`config.mk`:
```
export PLATFORM = sky130hd
export DESIGN_NAME = touch_report_poller_unit_flat
export DESIGN_NICKNAME = d
export VERILOG_FILES = /design/src/sv/tpr_pkg.sv /design/src/sv/tpr_if.sv /design/src/sv/tpr_cfg.sv /design/src/sv/tpr_eval.sv /design/src/sv/touch_report_poller_unit.sv /design/src/flat_wrapper.sv
export SDC_FILE = /design/constraint.sdc
export NUM_CORES = 1
export LEC_CHECK = 0
export BUFFER_PORTS_ARGS = -buffer_cell sky130_fd_sc_hd__buf_4
export CAP_MARGIN = 20
export CORE_MARGIN = 2
export CORE_UTILIZATION = 45
export CTS_CLUSTER_DIAMETER = 40
export DETAILED_ROUTE_END_ITERATION = 10
export PLACE_DENSITY = 0.66
export REMOVE_ABC_BUFFERS = 1
export SYNTH_ARGS = -nofsm -noshare
export SYNTH_HDL_FRONTEND = slang
export SYNTH_SLANG_ARGS = --single-unit
```
`constraint.sdc`:
```
create_clock -name clk -period 5 [get_ports clk]
set_clock_uncertainty 0.1 [all_clocks]
set_input_delay 0 -clock clk [delete_from_list [all_inputs] [get_ports clk]]
set_output_delay 0 -clock clk [all_outputs]
set_load 0.005 [all_outputs]
```
`src/sv/tpr_pkg.sv`:
```
// tpr_pkg: types, field widths and codes of the touch report poller
// no dependencies; used by every other file of the block

package tpr_pkg;

  localparam int TIME_W   = 32;
  localparam int RAW_W    = 16;
  localparam int PT_W     = 12;
  localparam int STAT_W   = 8;
  localparam int IVL_W    = 16;
  localparam int CNT_W    = 4;
  localparam int OC_W     = 3;
  localparam int CIDX_W   = 3;
  localparam int CDATA_W  = 16;

  localparam int READY_BIT = 7;
  localparam logic [STAT_W-1:0] COUNT_MASK = 8'h0F;

  // outcome codes
  localparam logic [OC_W-1:0] OUT_TOO_EARLY  = 3'd0;
  localparam logic [OC_W-1:0] OUT_READ_FAIL  = 3'd1;
  localparam logic [OC_W-1:0] OUT_NOT_READY  = 3'd2;
  localparam logic [OC_W-1:0] OUT_BAD_COUNT  = 3'd3;
  localparam logic [OC_W-1:0] OUT_OFF_SCREEN = 3'd4;
  localparam logic [OC_W-1:0] OUT_NEW_POINT  = 3'd5;

  // register indexes
  localparam logic [CIDX_W-1:0] REG_SWAP_AXES  = 3'd0;
  localparam logic [CIDX_W-1:0] REG_INVERT_X   = 3'd1;
  localparam logic [CIDX_W-1:0] REG_INVERT_Y   = 3'd2;
  localparam logic [CIDX_W-1:0] REG_ACTIVE_MS  = 3'd3;
  localparam logic [CIDX_W-1:0] REG_IDLE_MS    = 3'd4;
  localparam logic [CIDX_W-1:0] REG_DISP_W     = 3'd5;
  localparam logic [CIDX_W-1:0] REG_DISP_H     = 3'd6;
  localparam logic [CIDX_W-1:0] REG_MAX_POINTS = 3'd7;

  // register reset values
  localparam logic [IVL_W-1:0] RST_ACTIVE_MS  = 16'd8;
  localparam logic [IVL_W-1:0] RST_IDLE_MS    = 16'd32;
  localparam logic [PT_W-1:0]  RST_DISP_W     = 12'd800;
  localparam logic [PT_W-1:0]  RST_DISP_H     = 12'd480;
  localparam logic [CNT_W-1:0] RST_MAX_POINTS = 4'd5;

  typedef struct packed {
    logic              swap_axes;
    logic              invert_x;
    logic              invert_y;
    logic [IVL_W-1:0]  active_poll_ms;
    logic [IVL_W-1:0]  idle_poll_ms;
    logic [PT_W-1:0]   display_width;
    logic [PT_W-1:0]   display_height;
    logic [CNT_W-1:0]  max_points;
  } cfg_t;

  typedef struct packed {
    logic [TIME_W-1:0] now_ms;
    logic              read_ok;
    logic [STAT_W-1:0] status_byte;
    logic [RAW_W-1:0]  raw_x;
    logic [RAW_W-1:0]  raw_y;
  } item_t;

  typedef struct packed {
    logic            touched;
    logic [PT_W-1:0] point_x;
    logic [PT_W-1:0] point_y;
    logic            polled;
    logic            clear_request;
    logic [OC_W-1:0] outcome;
  } result_t;

endpackage

```
`src/sv/tpr_if.sv`:
```
// tpr_in_if / tpr_out_if: valid-ready channels of the touch report poller
// depends on tpr_pkg for field widths

interface tpr_in_if;
  logic                        valid;
  logic                        ready;
  logic [tpr_pkg::TIME_W-1:0]  now_ms;
  logic                        read_ok;
  logic [tpr_pkg::STAT_W-1:0]  status_byte;
  logic [tpr_pkg::RAW_W-1:0]   raw_x;
  logic [tpr_pkg::RAW_W-1:0]   raw_y;

  modport source (output valid, now_ms, read_ok, status_byte, raw_x, raw_y, input ready);
  modport sink   (input valid, now_ms, read_ok, status_byte, raw_x, raw_y, output ready);
endinterface

interface tpr_out_if;
  logic                       valid;
  logic                       ready;
  logic                       touched;
  logic [tpr_pkg::PT_W-1:0]   point_x;
  logic [tpr_pkg::PT_W-1:0]   point_y;
  logic                       polled;
  logic                       clear_request;
  logic [tpr_pkg::OC_W-1:0]   outcome;

  modport source (output valid, touched, point_x, point_y, polled, clear_request, outcome,
                  input ready);
  modport sink   (input valid, touched, point_x, point_y, polled, clear_request, outcome,
                  output ready);
endinterface

```
`src/sv/tpr_cfg.sv`:
```
// tpr_cfg: configuration register file of the touch report poller
// depends on tpr_pkg for cfg_t, register indexes and reset values

module tpr_cfg (
  input  logic                          clk,
  input  logic                          rst_n,
  input  logic                          cfg_we,
  input  logic [tpr_pkg::CIDX_W-1:0]    cfg_index,
  input  logic [tpr_pkg::CDATA_W-1:0]   cfg_wdata,
  output tpr_pkg::cfg_t                 cfg
);

  tpr_pkg::cfg_t cfg_r, cfg_nxt;

  always_comb begin
    cfg_nxt = cfg_r;
    if (cfg_we) begin
      case (cfg_index)
        tpr_pkg::REG_SWAP_AXES:  cfg_nxt.swap_axes      = cfg_wdata[0];
        tpr_pkg::REG_INVERT_X:   cfg_nxt.invert_x       = cfg_wdata[0];
        tpr_pkg::REG_INVERT_Y:   cfg_nxt.invert_y       = cfg_wdata[0];
        tpr_pkg::REG_ACTIVE_MS:  cfg_nxt.active_poll_ms = cfg_wdata[tpr_pkg::IVL_W-1:0];
        tpr_pkg::REG_IDLE_MS:    cfg_nxt.idle_poll_ms   = cfg_wdata[tpr_pkg::IVL_W-1:0];
        tpr_pkg::REG_DISP_W:     cfg_nxt.display_width  = cfg_wdata[tpr_pkg::PT_W-1:0];
        tpr_pkg::REG_DISP_H:     cfg_nxt.display_height = cfg_wdata[tpr_pkg::PT_W-1:0];
        tpr_pkg::REG_MAX_POINTS: cfg_nxt.max_points     = cfg_wdata[tpr_pkg::CNT_W-1:0];
        default:                 cfg_nxt = cfg_r;
      endcase
    end
  end

  always_ff @(posedge clk) begin
    if (!rst_n) begin
      cfg_r.swap_axes      <= 1'b0;
      cfg_r.invert_x       <= 1'b0;
      cfg_r.invert_y       <= 1'b0;
      cfg_r.active_poll_ms <= tpr_pkg::RST_ACTIVE_MS;
      cfg_r.idle_poll_ms   <= tpr_pkg::RST_IDLE_MS;
      cfg_r.display_width  <= tpr_pkg::RST_DISP_W;
      cfg_r.display_height <= tpr_pkg::RST_DISP_H;
      cfg_r.max_points     <= tpr_pkg::RST_MAX_POINTS;
    end else begin
      cfg_r <= cfg_nxt;
    end
  end

  assign cfg = cfg_r;

endmodule

```
`src/sv/tpr_eval.sv`:
```
// tpr_eval: combinational evaluation of one poll request against the poller state
// depends on tpr_pkg for cfg_t, item_t, result_t and outcome codes

module tpr_eval #(
  parameter int COORD_WIDTH = 12
) (
  input  tpr_pkg::cfg_t                 cfg,
  input  tpr_pkg::item_t                item,
  input  logic [tpr_pkg::TIME_W-1:0]    last_poll,
  input  logic                          touch_active,
  input  logic [COORD_WIDTH-1:0]        cached_x,
  input  logic [COORD_WIDTH-1:0]        cached_y,
  output tpr_pkg::result_t              res,
  output logic [tpr_pkg::TIME_W-1:0]    last_poll_nxt,
  output logic                          touch_active_nxt,
  output logic [COORD_WIDTH-1:0]        cached_x_nxt,
  output logic [COORD_WIDTH-1:0]        cached_y_nxt
);

  localparam int EXT_W = tpr_pkg::RAW_W - tpr_pkg::PT_W;

  logic [tpr_pkg::IVL_W-1:0]  interval;
  logic [tpr_pkg::TIME_W-1:0] elapsed;
  logic                       early;
  logic [tpr_pkg::CNT_W-1:0]  count;
  logic [tpr_pkg::RAW_W-1:0]  sx, sy;
  logic                       on_x, on_y;
  logic [tpr_pkg::PT_W-1:0]   fx, fy;
  logic [COORD_WIDTH-1:0]     kx, ky;

  assign interval = touch_active ? cfg.active_poll_ms : cfg.idle_poll_ms;
  assign elapsed  = item.now_ms - last_poll;
  assign early    = elapsed < {{(tpr_pkg::TIME_W-tpr_pkg::IVL_W){1'b0}}, interval};
  assign count    = tpr_pkg::CNT_W'(item.status_byte & tpr_pkg::COUNT_MASK);

  assign sx = cfg.swap_axes ? item.raw_y : item.raw_x;
  assign sy = cfg.swap_axes ? item.raw_x : item.raw_y;

  // mirrored or not, a coordinate is on screen exactly when the unmirrored one is below the size
  assign on_x = sx < {{EXT_W{1'b0}}, cfg.display_width};
  assign on_y = sy < {{EXT_W{1'b0}}, cfg.display_height};

  assign fx = cfg.invert_x ? (cfg.display_width - tpr_pkg::PT_W'(1) - sx[tpr_pkg::PT_W-1:0])
                           : sx[tpr_pkg::PT_W-1:0];
  assign fy = cfg.invert_y ? (cfg.display_height - tpr_pkg::PT_W'(1) - sy[tpr_pkg::PT_W-1:0])
                           : sy[tpr_pkg::PT_W-1:0];

  assign kx = COORD_WIDTH'(fx);
  assign ky = COORD_WIDTH'(fy);

  always_comb begin
    res              = '0;
    last_poll_nxt    = last_poll;
    touch_active_nxt = touch_active;
    cached_x_nxt     = cached_x;
    cached_y_nxt     = cached_y;
    if (early) begin
      res.outcome = tpr_pkg::OUT_TOO_EARLY;
      if (touch_active) begin
        res.touched = 1'b1;
        res.point_x = tpr_pkg::PT_W'(cached_x);
        res.point_y = tpr_pkg::PT_W'(cached_y);
      end
    end else begin
      last_poll_nxt    = item.now_ms;
      touch_active_nxt = 1'b0;
      res.polled       = 1'b1;
      if (!item.read_ok) begin
        res.outcome = tpr_pkg::OUT_READ_FAIL;
      end else if (!item.status_byte[tpr_pkg::READY_BIT]) begin
        res.outcome = tpr_pkg::OUT_NOT_READY;
      end else begin
        res.clear_request = 1'b1;
        if (count == '0 || count > cfg.max_points) begin
          res.outcome = tpr_pkg::OUT_BAD_COUNT;
        end else if (!on_x || !on_y) begin
          res.outcome = tpr_pkg::OUT_OFF_SCREEN;
        end else begin
          res.outcome      = tpr_pkg::OUT_NEW_POINT;
          res.touched      = 1'b1;
          res.point_x      = tpr_pkg::PT_W'(kx);
          res.point_y      = tpr_pkg::PT_W'(ky);
          touch_active_nxt = 1'b1;
          cached_x_nxt     = kx;
          cached_y_nxt     = ky;
        end
      end
    end
  end

endmodule

```
`src/sv/touch_report_poller_unit.sv`:
```
// touch_report_poller_unit: top level of the single-point touch report poller
// depends on tpr_pkg, tpr_if (channels), tpr_cfg and tpr_eval

// channel  dir  handshake        payload
// in_ch    in   valid / ready    now_ms, read_ok, status_byte, raw_x, raw_y
// out_ch   out  valid / ready    touched, point_x, point_y, polled, clear_request, outcome
// cfg_*    in   cfg_we only      cfg_index (3 b), cfg_wdata (16 b)
//
// one beat in, one beat out; a request taken goes to the input register and then to the
// result register once it is free; while out_ch.ready is high the rate is one per cycle
// the poll state is updated when a request moves from the input register to the
// result register, so the next request in the input register sees it at once
// sync active-low reset clears valids, poll state and config to defaults
// out_ch.ready low holds the result; the input register keeps filling until both are full

module touch_report_poller_unit #(
  parameter int COORD_WIDTH = 12
) (
  input  logic                          clk,
  input  logic                          rst_n,
  tpr_in_if.sink                        in_ch,
  tpr_out_if.source                     out_ch,
  input  logic                          cfg_we,
  input  logic [tpr_pkg::CIDX_W-1:0]    cfg_index,
  input  logic [tpr_pkg::CDATA_W-1:0]   cfg_wdata
);

  tpr_pkg::cfg_t    cfg;

  // input register
  logic             s1_v_r, s1_v_nxt;
  tpr_pkg::item_t   s1_item_r;

  // result register
  logic             out_v_r, out_v_nxt;
  tpr_pkg::result_t out_res_r;
  tpr_pkg::result_t res_nxt;

  // poll state
  logic [tpr_pkg::TIME_W-1:0] last_poll_r, last_poll_nxt;
  logic                       touch_active_r, touch_active_nxt;
  logic [COORD_WIDTH-1:0]     cached_x_r, cached_x_nxt;
  logic [COORD_WIDTH-1:0]     cached_y_r, cached_y_nxt;

  logic in_acc;
  logic adv;

  tpr_cfg u_cfg (
    .clk       (clk),
    .rst_n     (rst_n),
    .cfg_we    (cfg_we),
    .cfg_index (cfg_index),
    .cfg_wdata (cfg_wdata),
    .cfg       (cfg)
  );

  tpr_eval #(
    .COORD_WIDTH (COORD_WIDTH)
  ) u_eval (
    .cfg              (cfg),
    .item             (s1_item_r),
    .last_poll        (last_poll_r),
    .touch_active     (touch_active_r),
    .cached_x         (cached_x_r),
    .cached_y         (cached_y_r),
    .res              (res_nxt),
    .last_poll_nxt    (last_poll_nxt),
    .touch_active_nxt (touch_active_nxt),
    .cached_x_nxt     (cached_x_nxt),
    .cached_y_nxt     (cached_y_nxt)
  );

  // item moves on when the result register is empty or being drained
  assign adv         = s1_v_r && (!out_v_r || out_ch.ready);
  assign in_ch.ready = !s1_v_r || adv;
  assign in_acc      = in_ch.valid && in_ch.ready;

  always_comb begin
    s1_v_nxt = s1_v_r;
    if (in_acc) begin
      s1_v_nxt = 1'b1;
    end else if (adv) begin
      s1_v_nxt = 1'b0;
    end
    out_v_nxt = out_v_r;
    if (adv) begin
      out_v_nxt = 1'b1;
    end else if (out_ch.ready) begin
      out_v_nxt = 1'b0;
    end
  end

  always_ff @(posedge clk) begin
    if (!rst_n) begin
      s1_v_r         <= 1'b0;
      out_v_r        <= 1'b0;
      last_poll_r    <= '0;
      touch_active_r <= 1'b0;
      cached_x_r     <= '0;
      cached_y_r     <= '0;
    end else begin
      s1_v_r  <= s1_v_nxt;
      out_v_r <= out_v_nxt;
      if (adv) begin
        last_poll_r    <= last_poll_nxt;
        touch_active_r <= touch_active_nxt;
        cached_x_r     <= cached_x_nxt;
        cached_y_r     <= cached_y_nxt;
      end
    end
  end

  // payload registers, no reset
  always_ff @(posedge clk) begin
    if (in_acc) begin
      s1_item_r.now_ms      <= in_ch.now_ms;
      s1_item_r.read_ok     <= in_ch.read_ok;
      s1_item_r.status_byte <= in_ch.status_byte;
      s1_item_r.raw_x       <= in_ch.raw_x;
      s1_item_r.raw_y       <= in_ch.raw_y;
    end
    if (adv) begin
      out_res_r <= res_nxt;
    end
  end

  assign out_ch.valid         = out_v_r;
  assign out_ch.touched       = out_res_r.touched;
  assign out_ch.point_x       = out_res_r.point_x;
  assign out_ch.point_y       = out_res_r.point_y;
  assign out_ch.polled        = out_res_r.polled;
  assign out_ch.clear_request = out_res_r.clear_request;
  assign out_ch.outcome       = out_res_r.outcome;

`ifndef SYNTHESIS
  // a stalled input beat must stay in the input register
  a_s1_hold: assert property (@(posedge clk) disable iff (!rst_n)
    s1_v_r && !adv |=> s1_v_r)
    else $error("input register lost a stalled beat");

  // a new point must make the touch active
  a_touch_rise: assert property (@(posedge clk) disable iff (!rst_n)
    adv && res_nxt.outcome == tpr_pkg::OUT_NEW_POINT |=> touch_active_r)
    else $error("new point did not set touch active");

  // a status clear is only asked for on a consumed report
  a_clr_polled: assert property (@(posedge clk) disable iff (!rst_n)
    out_v_r && out_res_r.clear_request |-> out_res_r.polled)
    else $error("clear request without poll");

  // a reported point comes only from a new point or a cached touch
  a_touched_code: assert property (@(posedge clk) disable iff (!rst_n)
    out_v_r && out_res_r.touched |->
      (out_res_r.outcome == tpr_pkg::OUT_NEW_POINT ||
       out_res_r.outcome == tpr_pkg::OUT_TOO_EARLY))
    else $error("touched with a rejecting outcome");
`endif

endmodule

```
`src/flat_wrapper.sv`:
```
// flat-port wrapper written by rule: the top's interface ports become plain ports
module touch_report_poller_unit_flat 
#(
  parameter int COORD_WIDTH = 12
)
  (clk, rst_n, cfg_we, cfg_index, cfg_wdata, in_ch_valid, in_ch_now_ms, in_ch_read_ok, in_ch_status_byte, in_ch_raw_x, in_ch_raw_y, in_ch_ready, out_ch_valid, out_ch_touched, out_ch_point_x, out_ch_point_y, out_ch_polled, out_ch_clear_request, out_ch_outcome, out_ch_ready);
  tpr_in_if in_ch_i ();
  tpr_out_if out_ch_i ();
  input  logic clk;
  input  logic rst_n;
  input  logic cfg_we;
  input  logic [tpr_pkg::CIDX_W-1:0] cfg_index;
  input  logic [tpr_pkg::CDATA_W-1:0] cfg_wdata;
  input wire logic [$bits(in_ch_i.valid)-1:0] in_ch_valid;
  input wire logic [$bits(in_ch_i.now_ms)-1:0] in_ch_now_ms;
  input wire logic [$bits(in_ch_i.read_ok)-1:0] in_ch_read_ok;
  input wire logic [$bits(in_ch_i.status_byte)-1:0] in_ch_status_byte;
  input wire logic [$bits(in_ch_i.raw_x)-1:0] in_ch_raw_x;
  input wire logic [$bits(in_ch_i.raw_y)-1:0] in_ch_raw_y;
  output wire logic [$bits(in_ch_i.ready)-1:0] in_ch_ready;
  output wire logic [$bits(out_ch_i.valid)-1:0] out_ch_valid;
  output wire logic [$bits(out_ch_i.touched)-1:0] out_ch_touched;
  output wire logic [$bits(out_ch_i.point_x)-1:0] out_ch_point_x;
  output wire logic [$bits(out_ch_i.point_y)-1:0] out_ch_point_y;
  output wire logic [$bits(out_ch_i.polled)-1:0] out_ch_polled;
  output wire logic [$bits(out_ch_i.clear_request)-1:0] out_ch_clear_request;
  output wire logic [$bits(out_ch_i.outcome)-1:0] out_ch_outcome;
  input wire logic [$bits(out_ch_i.ready)-1:0] out_ch_ready;
  assign in_ch_i.valid = in_ch_valid;
  assign in_ch_i.now_ms = in_ch_now_ms;
  assign in_ch_i.read_ok = in_ch_read_ok;
  assign in_ch_i.status_byte = in_ch_status_byte;
  assign in_ch_i.raw_x = in_ch_raw_x;
  assign in_ch_i.raw_y = in_ch_raw_y;
  assign in_ch_ready = in_ch_i.ready;
  assign out_ch_valid = out_ch_i.valid;
  assign out_ch_touched = out_ch_i.touched;
  assign out_ch_point_x = out_ch_i.point_x;
  assign out_ch_point_y = out_ch_i.point_y;
  assign out_ch_polled = out_ch_i.polled;
  assign out_ch_clear_request = out_ch_i.clear_request;
  assign out_ch_outcome = out_ch_i.outcome;
  assign out_ch_i.ready = out_ch_ready;
  touch_report_poller_unit #(.COORD_WIDTH(COORD_WIDTH)) u_core (.clk(clk), .rst_n(rst_n), .in_ch(in_ch_i), .out_ch(out_ch_i), .cfg_we(cfg_we), .cfg_index(cfg_index), .cfg_wdata(cfg_wdata));
endmodule
```
==> key figures <==
Outcome
  • Run status: finished, final reports clean

Worst hold path
  • HP Class: input pin to flop
  • Hold path depth: 2

Setup path
  • R2R cell count: 23
  • Crit end category: flop
  • Startpoint Class: flop
  • Data arrival time of the worst path: 5.14 ns
  • Crit Path Max Fanout: 6
  • Crit-path cells: ha_1 -> nor2b_4 -> o2111ai_4 -> nand2_2 -> a31oi_4 -> o21bai_1 -> a21oi_1 -> xnor2_1 -> ha_1 -> a21o_1 -> a21o_1 -> a21oi_2 -> and4_1 -> a211oi_1 -> or4b_1 -> nor4b_2 -> and4_1 -> nand4_4 -> buf_6 -> nor2_4 -> buf_12 -> buf_6 -> o2bb2ai_1
  • Crit path max-delay cell type: or4b_1
  • CP required: 5.27 ns
  • Largest stage delay, worst path: 0.54 ns
  • Worst setup path class: flop to flop

Global route
  • Largest net degree at the start of global routing: 71
  • Initial antenna violation count: 1
  • Grt total ovfl: 0
  • Vias in the first global route: 10030
  • First-pass GRT wire length: 48880 um
  • GRT Total Usage: 0.2077

Yosys
  • Synth warn: 0
  • Asr flop ratio synth: 0
  • Post-synth EDFFs: 100
  • Post-synthesis cell area: 12450 um^2
  • Yosys cell types: 61
  • Seq/Total Area, Yosys: 0.4374
  • Avg Synthesized Cell Area: roughly 9.4 um^2
  • Seq cells post-synth: 222
  • Synth Flop Type: dfxtp_1
  • Mapped Cells: between 1000 and 1500

Place
  • I/O Buffers: 125
  • Dpl hpwl: a little over 20000 um
  • Placed insts: 1747
  • Final GP Congestion: 0.8698

Clock network
  • Worst skew pair latency: 0.53 ns
  • Max Root-Sink Buffers: 3
  • Clock transition at path regs: around 0.05 ns
  • Clock root cell: clkbuf_16
  • TritonCTS clock tree: yes
  • H-tree depth: 2
  • Clock sink count: 222
  • Num CTS Buffers: 38

Floorplan
  • Height of the die: 170.3 um
  • Initial core utilization: 0.4606
  • Core Area: about 27000 um^2
  • Die area: 29010 um^2
  • Die X: approximately 170 um
  • Rows: 60
  • Ports: 129

Run
  • Number of max-cap violations: 0

Detailed routing
  • # DRC: 0
  • DR vias: 10220
  • DR vias/cell: approximately 5.3
  • Antenna Violating Nets Remaining: 0
  • Post-DR wirelength/cell: 16.03 um
  • Final wirelength: about 31000 um
  • Number of iterations in the first detailed-routing pass: 5
  • Iter 0 DRT Violations: 556

STA
  • RSZ-0062 raised after global routing: true
  • Final worst path period share: 0.9741
  • Tmin final: 4.870 ns
  • Worst Max-Slew Pin Slew: 0.9935 ns
  • Max Freq: 205.3 MHz
  • WHS: 0.08673 ns
  • Rel. slew slack: 0.3376
  • Final hold violation count: 0
  • Max Slew Vio Count: 0
  • # setup viols final: 0

Pwr
  • Power density over the cells: 323.9 nW/um^2
  • VDD IR max: 289.8 uV
  • Lkg Pwr: 6.619 nW

Cells and area
  • Layout cells sized above 1: 0.1847
  • Layout Nets: 1758
  • Synth-to-Final Area Change: 30.65%
  • Post-Layout Cell Count: 1934
==> cells in the final DEF, fill, tap and decap left out, types with 4 or more instances in the layout <==
master	instances
a31oi_1	11
o211ai_1	13
nor2_1	53
and3_1	10
inv_1	99
inv_6	11
mux2i_1	94
o21bai_1	6
a21boi_0	5
nand2_1	241
ha_1	94
o21a_1	9
nand2b_1	7
xor2_1	11
buf_12	7
a31o_2	5
a21o_1	20
nand3_1	13
or3_1	10
o21ai_0	35
or2_2	27
o2bb2ai_1	20
and4_1	7
xnor2_1	35
dlygate4sd3_1	99
mux2_2	13
nor4_1	7
and2_1	4
nor2b_1	7
clkinv_2	6
nand4_1	9
dfxtp_1	121
edfxtp_1	100
a211oi_1	6
buf_4	145
nor3_1	7
a21oi_1	118
clkbuf_16	41
==> Yosys cell counts, drive strengths merged (2+ instances only) <==
cell     number  area [um^2]
inv         100        375.4
o21bai        6        45.04
dfxtp       122         2442
nand3        14        75.07
fa            3        60.06
nand2b        7        43.79
o2111ai       2        17.52
and2          6        37.54
nor4b         2        17.52
buf          18        115.1
a21o         20        150.1
and3         10        62.56
xor2         11        96.34
o2bb2ai      23        201.4
a41oi         2        17.52
o22ai         2        12.51
or3          10        62.56
o21ai        35        175.2
mux2i        94        940.9
clkbuf       41        153.9
a211o         2        17.52
edfxtp      100         3003
a31oi        12        75.07
a21boi        5        37.54
o211ai       13        97.59
xnor2        35        306.5
ha           96         1201
nor2         54        202.7
a31o          5        43.79
o31ai         2        20.02
nor2b         9        56.30
a211oi        6        45.04
o21a          9        67.56
and4          7        61.31
mux2         13        146.4
or2          27        168.9
nand4        10        77.57
nor3          8        40.04
nor4          7        43.79
a21oi       121        609.3
nand2       242        908.4
==> cell type report <==
type,instances,area (um^2)
timing repair buffer,257,2328
multi-input combinational,943,6472
fill,2267,10760
clock buffer,43,999.7
antenna,1,2.502
tap,341,426.7
inverter,100,375.4
sequential,222,5446
clock inverter,27,214.0
==> registers in the layout, summed over array words and instances, names as in the netlist, 3 cells and up <==
register               flops
u_core.s1_item_r          70
u_core.u_cfg.cfg          63
u_core.out_ch.outcome      3
u_core.cached_x_r         12
u_core.out_ch.point_x     12
u_core.last_poll_r        32
u_core.cached_y_r         12
u_core.out_ch.point_y     12
==> power breakdown <==
| group | switching (mW) | internal [mW] | total [mW] |
|---|---|---|---|
| Combinational | 0.430 | 0.380 | 0.809 |
| Clock | 0.966 | 1.48 | 2.44 |
| Sequential | 0.0395 | 1.98 | 2.02 |
| Total | 1.43 | 3.83 | 5.27 |
==> routing by layer <==
metal	up-vias	part of all wire	track usage
li1	5121	-	-
met1	4797	0.46	0.2671
met2	259	0.48	0.3618
met3	44	0.052	0.03395
met4	0	0.018	0.05574
met5	-	0	0
==> critical path, delay by kind of cell (launching register included) <==
| kind | cells | cell delay, ns |
|---|---|---|
| AOI/OAI and AO/OA | 9 | 1.32 |
| xor gates and xnor gates | 1 | 0.14 |
| adders and majority gates | 2 | 0.58 |
| buffers and inverters | 3 | 0.45 |
| DFF | 1 | 0.42 |
| and+or+nand+nor | 8 | 1.70 |
==> logic make-up (layout without fill, tap and decap cells) <==
group / after synthesis / count (layout) / synth area share
xor gates and xnor gates: 46 / 46 / 0.03236
DFF: 222 / 222 / 0.4374
AOI/OAI and AO/OA: 275 / 275 / 0.1385
adders and majority gates: 99 / 99 / 0.1013
muxes: 107 / 107 / 0.08734
buffers and inverters: 159 / 427 / 0.05176
other: 0 / 1 / 0
and+or+nand+nor: 416 / 416 / 0.1514
==> through the flow <==
step / power (mW) / utilization / TNS (ns) / setup WS, ns / area [um^2]
6_report: 5.269 / 0.6019 / 0 / 0.1297 / 16270
3_5_place_dp: 2.763 / 0.5084 / -0.5513 / -0.03857 / 13740
4_1_cts: 5.293 / 0.5903 / 0 / 0.0001115 / 15950
3_3_place_gp: 2.750 / 0.5081 / 0 / 0.1042 / 13730
5_1_grt: 5.505 / 0.6019 / -3.395 / -0.1333 / 16270
2_1_floorplan: 2.521 / - / -8.995 / -0.2360 / 12180
==> final timing paths <==
kind / startpoint / endpoint / slack (ns)
worst max-delay path: u_core.s1_item_r[42] / u_core.out_ch.point_x[6] / 0.13
worst min-delay path: in_ch_raw_x[2] / u_core.s1_item_r[18] / 0.09
worst max register to register: u_core.s1_item_r[42] / u_core.out_ch.point_x[6] / 0.13
worst min register to register: u_core.u_cfg.cfg[34] / u_core.u_cfg.cfg[34] / 0.35
==> timing repair <==
action / in CTS / in global routing
hold buffers: 99 / 0
pin swaps: 3 / 15
setup endpoints to repair: 56 / 62
cloned: 0 / 4
gates resized for setup: 1 / 20
endpoints found under the hold margin: 162 / 0
setup buffers: 1 / 9
Power figures use the tool's default switching activity.
